==> src/rtl/dewq_pkg.sv <==
// Package for the deferred event window queue.
// Holds sizes, operation and result codes, payload structs and the
// command/status structs between controller and datapath. No dependencies.
package dewq_pkg;

   localparam int QUEUE_DEPTH = 32;
   localparam int CNT_W = $clog2(QUEUE_DEPTH + 1);
   localparam int IDX_W = (QUEUE_DEPTH > 1) ? $clog2(QUEUE_DEPTH) : 1;

   localparam logic [1:0] OP_DEFER = 2'd0;
   localparam logic [1:0] OP_FLUSH = 2'd1;
   localparam logic [1:0] OP_CLEAR = 2'd2;

   localparam logic [2:0] KIND_EVENT   = 3'd0;
   localparam logic [2:0] KIND_ACCEPT  = 3'd1;
   localparam logic [2:0] KIND_DROPPED = 3'd2;
   localparam logic [2:0] KIND_FLUSHED = 3'd3;
   localparam logic [2:0] KIND_CLEARED = 3'd4;

   typedef struct packed {
      logic [1:0]  operation;
      logic [23:0] message_bytes;
      logic [1:0]  message_length;
      logic [47:0] target_time;
      logic [47:0] window_base;
      logic [15:0] block_length;
   } req_type;

   typedef struct packed {
      logic [2:0]  result_kind;
      logic [23:0] out_bytes;
      logic [1:0]  out_length;
      logic [15:0] sample_offset;
      logic [5:0]  stale_count;
      logic [5:0]  kept_count;
      logic        last;
   } rsp_type;

   typedef struct packed {
      logic [23:0] bytes;
      logic [1:0]  length;
      logic [47:0] due;
   } entry_type;

   typedef struct packed {
      logic accept;
      logic read;
      logic emit;
      logic rewind;
      logic finish;
   } dewq_cmd_type;

   typedef struct packed {
      logic scan_end;
      logic scan_idle;
   } dewq_sts_type;

endpackage

==> src/rtl/dewq_ctrl.sv <==
// Controller FSM for the deferred event window queue.
// Sequences the count and emit passes of a flush. Uses dewq_pkg.
module dewq_ctrl (
   input  logic                   clock,
   input  logic                   reset,
   input  logic                   start,
   input  logic [1:0]             op,
   input  dewq_pkg::dewq_sts_type sts,
   output dewq_pkg::dewq_cmd_type cmd,
   output logic                   busy
);

   typedef enum logic [1:0] {ST_IDLE, ST_COUNT, ST_EMIT} state_type;

   state_type state_ff, state_in;

   always_comb begin
      state_in = state_ff;
      cmd      = '0;
      unique case (state_ff)
         ST_IDLE: begin
            cmd.accept = start;
            if (start && op == dewq_pkg::OP_FLUSH) begin
               state_in = ST_COUNT;
            end
         end
         ST_COUNT: begin
            cmd.read = !sts.scan_end;
            if (sts.scan_idle) begin
               cmd.rewind = 1'b1;
               state_in   = ST_EMIT;
            end
         end
         ST_EMIT: begin
            cmd.emit = 1'b1;
            cmd.read = !sts.scan_end;
            if (sts.scan_idle) begin
               cmd.finish = 1'b1;
               state_in   = ST_IDLE;
            end
         end
         default: begin
            state_in = ST_IDLE;
         end
      endcase
   end

   always_ff @(posedge clock) begin
      if (reset) begin
         state_ff <= ST_IDLE;
      end else begin
         state_ff <= state_in;
      end
   end

   assign busy = (state_ff != ST_IDLE);

endmodule

==> src/rtl/dewq_dp.sv <==
// Datapath for the deferred event window queue: entry memory, scan
// counters, window compare and result register. Uses dewq_pkg.
module dewq_dp (
   input  logic                   clock,
   input  logic                   reset,
   input  dewq_pkg::req_type      req,
   input  dewq_pkg::dewq_cmd_type cmd,
   output dewq_pkg::dewq_sts_type sts,
   output logic                   rsp_strobe,
   output dewq_pkg::rsp_type      rsp
);

   dewq_pkg::entry_type entry_mem [dewq_pkg::QUEUE_DEPTH];

   logic [dewq_pkg::CNT_W-1:0] count_ff, count_in;
   logic [dewq_pkg::CNT_W-1:0] rd_idx_ff, rd_idx_in;
   logic [dewq_pkg::CNT_W-1:0] wr_idx_ff, wr_idx_in;
   logic [dewq_pkg::CNT_W-1:0] kept_ff, kept_in;
   logic [dewq_pkg::CNT_W-1:0] stale_ff, stale_in;
   logic [47:0]                win_start_ff, win_start_in;
   logic [48:0]                win_end_ff, win_end_in;
   dewq_pkg::entry_type        rd_data_ff;
   logic                       rd_vld_ff, rd_vld_in;
   logic                       rsp_vld_ff, rsp_vld_in;
   dewq_pkg::rsp_type          rsp_ff, rsp_in;

   logic                       mem_we;
   logic [dewq_pkg::IDX_W-1:0] mem_waddr;
   dewq_pkg::entry_type        mem_wdata;
   logic                       in_win, late;
   logic [15:0]                offset;
   logic                       scan_end;

   assign late   = {1'b0, rd_data_ff.due} >= win_end_ff;
   assign in_win = (rd_data_ff.due >= win_start_ff) && !late;
   assign offset = rd_data_ff.due[15:0] - win_start_ff[15:0];

   assign scan_end = (rd_idx_ff == count_ff);
   assign sts      = '{scan_end: scan_end, scan_idle: scan_end && !rd_vld_ff};

   always_comb begin
      count_in     = count_ff;
      rd_idx_in    = rd_idx_ff;
      wr_idx_in    = wr_idx_ff;
      kept_in      = kept_ff;
      stale_in     = stale_ff;
      win_start_in = win_start_ff;
      win_end_in   = win_end_ff;
      rd_vld_in    = cmd.read;
      rsp_vld_in   = 1'b0;
      rsp_in       = '0;
      mem_we       = 1'b0;
      mem_waddr    = count_ff[dewq_pkg::IDX_W-1:0];
      mem_wdata.bytes  = req.message_bytes;
      mem_wdata.length = req.message_length;
      mem_wdata.due    = req.target_time;

      if (cmd.accept) begin
         unique case (req.operation)
            dewq_pkg::OP_DEFER: begin
               rsp_vld_in  = 1'b1;
               rsp_in.last = 1'b1;
               if (count_ff == dewq_pkg::CNT_W'(dewq_pkg::QUEUE_DEPTH)) begin
                  rsp_in.result_kind = dewq_pkg::KIND_DROPPED;
                  rsp_in.kept_count  = 6'(count_ff);
               end else begin
                  mem_we             = 1'b1;
                  count_in           = count_ff + 1'b1;
                  rsp_in.result_kind = dewq_pkg::KIND_ACCEPT;
                  rsp_in.kept_count  = 6'(count_in);
               end
            end
            dewq_pkg::OP_FLUSH: begin
               win_start_in = req.window_base;
               win_end_in   = {1'b0, req.window_base} + {33'd0, req.block_length};
               rd_idx_in    = '0;
               kept_in      = '0;
            end
            dewq_pkg::OP_CLEAR: begin
               count_in           = '0;
               rsp_vld_in         = 1'b1;
               rsp_in.result_kind = dewq_pkg::KIND_CLEARED;
               rsp_in.last        = 1'b1;
            end
            default: begin
               rsp_vld_in = 1'b0;
            end
         endcase
      end

      if (cmd.read) begin
         rd_idx_in = rd_idx_ff + 1'b1;
      end

      // first pass counts survivors, second pass emits and compacts
      if (rd_vld_ff) begin
         if (!cmd.emit) begin
            if (late) begin
               kept_in = kept_ff + 1'b1;
            end
         end else if (in_win) begin
            rsp_vld_in           = 1'b1;
            rsp_in.result_kind   = dewq_pkg::KIND_EVENT;
            rsp_in.out_bytes     = rd_data_ff.bytes;
            rsp_in.out_length    = rd_data_ff.length;
            rsp_in.sample_offset = offset;
            rsp_in.kept_count    = 6'(kept_ff);
         end else if (late) begin
            mem_we    = 1'b1;
            mem_waddr = wr_idx_ff[dewq_pkg::IDX_W-1:0];
            mem_wdata = rd_data_ff;
            wr_idx_in = wr_idx_ff + 1'b1;
         end else begin
            stale_in = stale_ff + 1'b1;
         end
      end

      if (cmd.rewind) begin
         rd_idx_in = '0;
         wr_idx_in = '0;
         stale_in  = '0;
      end

      if (cmd.finish) begin
         count_in           = wr_idx_ff;
         rsp_vld_in         = 1'b1;
         rsp_in.result_kind = dewq_pkg::KIND_FLUSHED;
         rsp_in.stale_count = 6'(stale_ff);
         rsp_in.kept_count  = 6'(wr_idx_ff);
         rsp_in.last        = 1'b1;
      end
   end

   always_ff @(posedge clock) begin
      if (mem_we) begin
         entry_mem[mem_waddr] <= mem_wdata;
      end
      if (cmd.read) begin
         rd_data_ff <= entry_mem[rd_idx_ff[dewq_pkg::IDX_W-1:0]];
      end
   end

   always_ff @(posedge clock) begin
      if (reset) begin
         count_ff   <= '0;
         rd_vld_ff  <= 1'b0;
         rsp_vld_ff <= 1'b0;
      end else begin
         count_ff   <= count_in;
         rd_vld_ff  <= rd_vld_in;
         rsp_vld_ff <= rsp_vld_in;
      end
      rd_idx_ff    <= rd_idx_in;
      wr_idx_ff    <= wr_idx_in;
      kept_ff      <= kept_in;
      stale_ff     <= stale_in;
      win_start_ff <= win_start_in;
      win_end_ff   <= win_end_in;
      rsp_ff       <= rsp_in;
   end

   assign rsp_strobe = rsp_vld_ff;
   assign rsp        = rsp_ff;

endmodule

==> src/rtl/deferred_event_window_queue_unit.sv <==
// Deferred event window queue, top level. Defer and clear strobe their result
// in the cycle after the request with busy staying low, so one may follow every cycle.
// Flush of the stored entries: a count pass and then an emit pass over the single read
// port, busy high throughout; events at most one per cycle; the flush-finished result
// strobes after the emit pass ends.
// Synchronous reset empties the store at once; results cannot be stalled.
module deferred_event_window_queue_unit (
   input  logic              clock,
   input  logic              reset,
   input  logic              start,
   output logic              busy,
   input  dewq_pkg::req_type req_data,
   output logic              rsp_strobe,
   output dewq_pkg::rsp_type rsp_data
);

   dewq_pkg::dewq_cmd_type cmd;
   dewq_pkg::dewq_sts_type sts;

   dewq_ctrl u_ctrl (
      .clock (clock),
      .reset (reset),
      .start (start),
      .op    (req_data.operation),
      .sts   (sts),
      .cmd   (cmd),
      .busy  (busy)
   );

   dewq_dp u_dp (
      .clock      (clock),
      .reset      (reset),
      .req        (req_data),
      .cmd        (cmd),
      .sts        (sts),
      .rsp_strobe (rsp_strobe),
      .rsp        (rsp_data)
   );

endmodule

==> config.mk <==
export PLATFORM = sky130hd
export DESIGN_NAME = deferred_event_window_queue_unit
export DESIGN_NICKNAME = d
export VERILOG_FILES = /design/src/rtl/dewq_pkg.sv /design/src/rtl/dewq_ctrl.sv /design/src/rtl/dewq_dp.sv /design/src/rtl/deferred_event_window_queue_unit.sv
export SDC_FILE = /design/constraint.sdc
export NUM_CORES = 2
export LEC_CHECK = 0
export BUFFER_PORTS_ARGS = -buffer_cell sky130_fd_sc_hd__buf_2
export CORE_MARGIN = 3
export CORE_UTILIZATION = 30
export CTS_BUF_LIST = sky130_fd_sc_hd__clkbuf_8
export DETAILED_ROUTE_END_ITERATION = 12
export PLACE_DENSITY = 0.43
export REMOVE_ABC_BUFFERS = 1
export SLEW_MARGIN = 20
export SYNTH_ARGS = -nofsm -noshare
export SYNTH_HDL_FRONTEND = slang
export SYNTH_SLANG_ARGS = --single-unit
==> constraint.sdc <==
create_clock -name clock -period 19.9 [get_ports clock]
set_input_delay 1.99 -clock clock [delete_from_list [all_inputs] [get_ports clock]]
set_output_delay 1.99 -clock clock [all_outputs]
set_load 0.05 [all_outputs]
==> flow_summary.html <==
<table>
<tr><th>Metric</th><th>Value</th></tr>
<tr><th colspan="2">Worst setup path</th></tr>
<tr><td>Critical-path cell with the highest stage delay</td><td>sky130_fd_sc_hd__nor2_4</td></tr>
<tr><td>Top cell by count, worst path</td><td>sky130_fd_sc_hd__buf_4</td></tr>
<tr><td>Worst Setup End Kind</td><td>register</td></tr>
<tr><td>R2r setup slk</td><td>~14 ns</td></tr>
<tr><td>Category of the most critical setup path</td><td>reg -&gt; reg</td></tr>
<tr><td>Worst setup startpoint</td><td>u_dp.rd_data_ff[32]$_DFFE_PP_</td></tr>
<tr><td>Reg-to-reg startpoint</td><td>u_dp.rd_data_ff[32]$_DFFE_PP_</td></tr>
<tr><td>Kind of start point of the critical path</td><td>register</td></tr>
<tr><td>Critical path required time</td><td>~21 ns</td></tr>
<tr><td>Crit path cell chain</td><td>ha_1 -&gt; nand4_1 -&gt; nor4_1 -&gt; nor4b_2 -&gt; o21ai_1 -&gt; a31oi_4 -&gt; buf_4 -&gt; a31oi_2 -&gt; nor2_4 -&gt; buf_4</td></tr>
<tr><td>Crit-path max cell delay</td><td>about 0.93 ns</td></tr>
<tr><td>Crit path arrival time</td><td>6.83 ns</td></tr>
<tr><td>Critical Path Fanout Max</td><td>52</td></tr>
<tr><th colspan="2">Clock network</th></tr>
<tr><td>CTS tree</td><td>built</td></tr>
<tr><td>Deepest level of the CTS H-tree</td><td>5</td></tr>
<tr><td>Post-CTS Setup Inserts</td><td>0</td></tr>
<tr><td>Cts bufs inserted</td><td>~460</td></tr>
<tr><td>Number of cells upsized or downsized after cts</td><td>0</td></tr>
<tr><td>Maximum root-to-sink buffer count</td><td>4</td></tr>
<tr><td>Sinks on Clock Net</td><td>between 2000 and 3000</td></tr>
<tr><td>Number of hold buffers added after cts</td><td>0</td></tr>
<tr><td>Clock slew seen by the registers of the worst setup and hold paths</td><td>about 0.060 ns</td></tr>
<tr><td>Worst-Skew Late Latency</td><td>1.09 ns</td></tr>
<tr><td>Clk root buf</td><td>sky130_fd_sc_hd__clkbuf_8</td></tr>
<tr><th colspan="2">Timing</th></tr>
<tr><td>Setup repair after global routing missed its margin</td><td>no</td></tr>
<tr><td>Smallest hold slack</td><td>approximately 0.46 ns</td></tr>
<tr><td>Clock skew after layout</td><td>around 0.10 ns</td></tr>
<tr><td>Worst rel slew slack</td><td>0.255</td></tr>
<tr><td>Top achievable clock speed</td><td>about 0.16 GHz</td></tr>
<tr><td>Setup violation total in the final timing report</td><td>0</td></tr>
<tr><td>Final number of max-transition violations</td><td>0</td></tr>
<tr><td>TNS Setup</td><td>0 ns</td></tr>
<tr><td>Post-layout minimum cycle time</td><td>6.15 ns</td></tr>
<tr><td>Final Cycle Share</td><td>0.309</td></tr>
<tr><td>Worst-Margin Slew</td><td>1.12 ns</td></tr>
<tr><td>Hold Violations, Final</td><td>0</td></tr>
<tr><th colspan="2">Routing</th></tr>
<tr><td>1st-iter DRT viols</td><td>between 4000 and 5000</td></tr>
<tr><td>Detailed-route DRC error count</td><td>0</td></tr>
<tr><td>Detailed-route wire length</td><td>a little over 300 mm</td></tr>
<tr><td>Post-DR wirelength/cell</td><td>between 30 and 40 µm</td></tr>
<tr><td>Vias per cell</td><td>roughly 4.9</td></tr>
<tr><td>ANT nets after route</td><td>0</td></tr>
<tr><td>Drt pass-1 iters</td><td>8</td></tr>
<tr><td>Via count</td><td>50100</td></tr>
<tr><th colspan="2">Global routing</th></tr>
<tr><td>Global-route met1 utilization</td><td>0.240</td></tr>
<tr><td>Maximum number of pins on one net before global-route repair</td><td>just over 100</td></tr>
<tr><td>Overall overflow remaining after global route</td><td>0</td></tr>
<tr><td>Overall fraction of global-route tracks in use</td><td>0.170</td></tr>
<tr><td>Global-route layer with the greatest usage</td><td>met2</td></tr>
<tr><td>M3 GR Usage</td><td>0.0293</td></tr>
<tr><td>Via count of the first global-routing pass</td><td>around 52000</td></tr>
<tr><td>Global-route met2 utilization</td><td>0.270</td></tr>
<tr><td>Number of antenna violations at the first check in global routing</td><td>40</td></tr>
<tr><td>Wire length of the first global-routing pass</td><td>423 mm</td></tr>
<tr><th colspan="2">Run status</th></tr>
<tr><td>Outcome</td><td>finished, final reports clean</td></tr>
<tr><th colspan="2">Yosys</th></tr>
<tr><td>Post-synth cell types</td><td>72</td></tr>
<tr><td>Top flip-flop cell by instance count after synthesis</td><td>sky130_fd_sc_hd__edfxtp_1</td></tr>
<tr><td>Synth Cell Area</td><td>0.104 mm²</td></tr>
<tr><td>Cell types occupying the most area after synthesis</td><td>sky130_fd_sc_hd__edfxtp_1, sky130_fd_sc_hd__mux4_2, sky130_fd_sc_hd__dfxtp_1, sky130_fd_sc_hd__mux2_2, sky130_fd_sc_hd__ha_1</td></tr>
<tr><td>Cell type contributing the most total cell area after synthesis</td><td>sky130_fd_sc_hd__edfxtp_1</td></tr>
<tr><td>Share of the synthesized area in the top cell type</td><td>0.736</td></tr>
<tr><td>Proportion of synthesized flip-flops having asynchronous set or reset</td><td>0</td></tr>
<tr><td>Commonest cells post-synth</td><td>sky130_fd_sc_hd__edfxtp_1, sky130_fd_sc_hd__mux4_2, sky130_fd_sc_hd__mux2_2</td></tr>
<tr><td>Dominant cell by count in the synthesized netlist</td><td>sky130_fd_sc_hd__edfxtp_1</td></tr>
<tr><td>Synthesized flop and latch total</td><td>between 2000 and 3000</td></tr>
<tr><td>Synthesized instance count</td><td>approximately 4700</td></tr>
<tr><td>Number of enable-type register cells in the synthesized netlist</td><td>around 2500</td></tr>
<tr><td>Synth Area per Inst</td><td>between 20 and 25 µm²</td></tr>
<tr><td>Number of warnings issued by yosys</td><td>0</td></tr>
<tr><td>Sequential-to-total area share from yosys stat</td><td>0.754</td></tr>
<tr><th colspan="2">Min path</th></tr>
<tr><td>Launch instance of the worst min-delay path</td><td>u_dp.rd_data_ff[51]$_DFFE_PP_</td></tr>
<tr><td>Type of the tightest min-delay check</td><td>reg -&gt; reg</td></tr>
<tr><th colspan="2">Power and ir drop</th></tr>
<tr><td>Total power density per cell area</td><td>~100 mW/mm²</td></tr>
<tr><td>Leakage power of the design</td><td>between 30 and 40 nW</td></tr>
<tr><td>Maximum ir drop on the vdd rail</td><td>52.1 µV</td></tr>
<tr><th colspan="2">Floorplanning</th></tr>
<tr><td># rows</td><td>about 220</td></tr>
<tr><td>Vertical extent of the die</td><td>about 590 µm</td></tr>
<tr><td># IOs</td><td>between 200 and 250</td></tr>
<tr><td>Die area</td><td>~0.35 mm²</td></tr>
<tr><td>Placeable core area</td><td>between 0.3 and 0.4 mm²</td></tr>
<tr><td>Die span in x</td><td>about 600 µm</td></tr>
<tr><td>Initial Util</td><td>0.302</td></tr>
<tr><th colspan="2">Cells and area</th></tr>
<tr><td>Utilization after layout</td><td>0.346</td></tr>
<tr><td>Area delta synth-&gt;final</td><td>14.8%</td></tr>
<tr><td>Final #Nets</td><td>about 5500</td></tr>
<tr><td>Count of placed standard cells in the final layout, fillers left out</td><td>a little over 10000</td></tr>
<tr><td>Fraction of final layout cells sized beyond drive strength 1</td><td>0.327</td></tr>
<tr><th colspan="2">Placed design</th></tr>
<tr><td>Detailed-placement wirelength estimate</td><td>approximately 170 mm</td></tr>
<tr><td>RePlAce Congestion</td><td>between 0.7 and 0.8</td></tr>
<tr><td>Placed instance count</td><td>slightly above 9000</td></tr>
<tr><td># port buffers</td><td>202</td></tr>
<tr><th colspan="2">Run</th></tr>
<tr><td>Max-cap violations</td><td>0</td></tr>
</table>
==> metrics by stage <==
step,power [mW],worst slack [ns],area (µm²)
detailed placement,7.96,13.62,111000
global placement,7.96,13.69,111000
floorplan,9.46,-6.01,103000
global route,12.9,13.51,119000
CTS,12.5,13.58,119000
finish,12.3,13.75,119000
==> path summary, 6_finish.rpt <==
kind	to	cells after the start
worst max register to register	u_dp.entry_mem[27][22]$_DFFE_PP_	10
worst min register to register	u_dp.rsp[32]$_SDFF_PN0_	1
worst min-delay path	u_dp.rsp[32]$_SDFF_PN0_	1
worst max-delay path	u_dp.entry_mem[27][22]$_DFFE_PP_	10
==> layout by cell type (no fill, tap or decap), drive strengths merged, types with 10 or more instances in the layout <==
master and n:
buf 326, and2 42, nand4 33, clkbuf 470, clkinv 165, o21a 10, nor2 100, edfxtp 2539
diode 16, a211oi 15, xor2 26, xnor2 44, ha 121, nand3 43, inv 300, nor3b 10
mux4 740, a21oi 64, nor3 27, nand2 58, mux2 150, o21ai 41, and3 20, a21o 24
dfxtp 92, nor2b 12
==> metal layers <==
layer / routed length [µm] / share of wire
met3: 16600 / 0.054
met2: 143000 / 0.47
met5: 23 / 0.000075
met4: 8220 / 0.027
met1: 137000 / 0.45
==> report_power, final <==
part	internal (mW)	total, mW	switching [mW]	leakage, nW
combinational	0.814	1.64	0.830	8.98
sequential	6.12	6.16	0.0371	23.6
clock	2.27	4.52	2.25	4.78
==> final cells by class <==
class | count | area (µm²)
Clock buffer | 470 | 6470
Multi-Input combinational cell | 1686 | 24300
Sequential cell | 2631 | 78100
Inverter | 127 | 487
Timing Repair Buffer | 326 | 2050
Clock inverter | 346 | 1720
Antenna cell | 16 | 40.0
Fill cell | 32300 | 224000
Tap cell | 4557 | 5700
==> logic make-up after synthesis <==
logic type                 synth area share
AOI/OAI and AO/OA                    0.0143
xor gates and xnor gates            0.00592
adders and majority gates            0.0150
buffers and inverters                0.0138
DFF                                   0.754
muxes                                 0.178
and+or+nand+nor                      0.0188
==> critical path, delay by kind of cell (launching register included) <==
kind                       cells  cell delay (ns)
AOI/OAI and AO/OA              3             1.00
and+or+nand+nor                4             2.13
buffers and inverters          2             1.57
DFF                            1             0.54
adders and majority gates      1             0.37
==> sequential cells by signal (all words and copies together) (netlist names) <==
signal,cells
u_dp.rsp,58
u_dp.count_ff,6
u_ctrl.state_ff,2
u_dp.rd_vld_ff,1
u_dp.win_end_ff,49
u_dp.rsp_strobe,1
u_dp.rd_data_ff,74
u_dp.kept_ff,6
u_dp.wr_idx_ff,6
u_dp.rd_idx_ff,6
u_dp.entry_mem,2368
u_dp.stale_ff,6
u_dp.win_start_ff,48
Power figures use the tool's default switching activity.
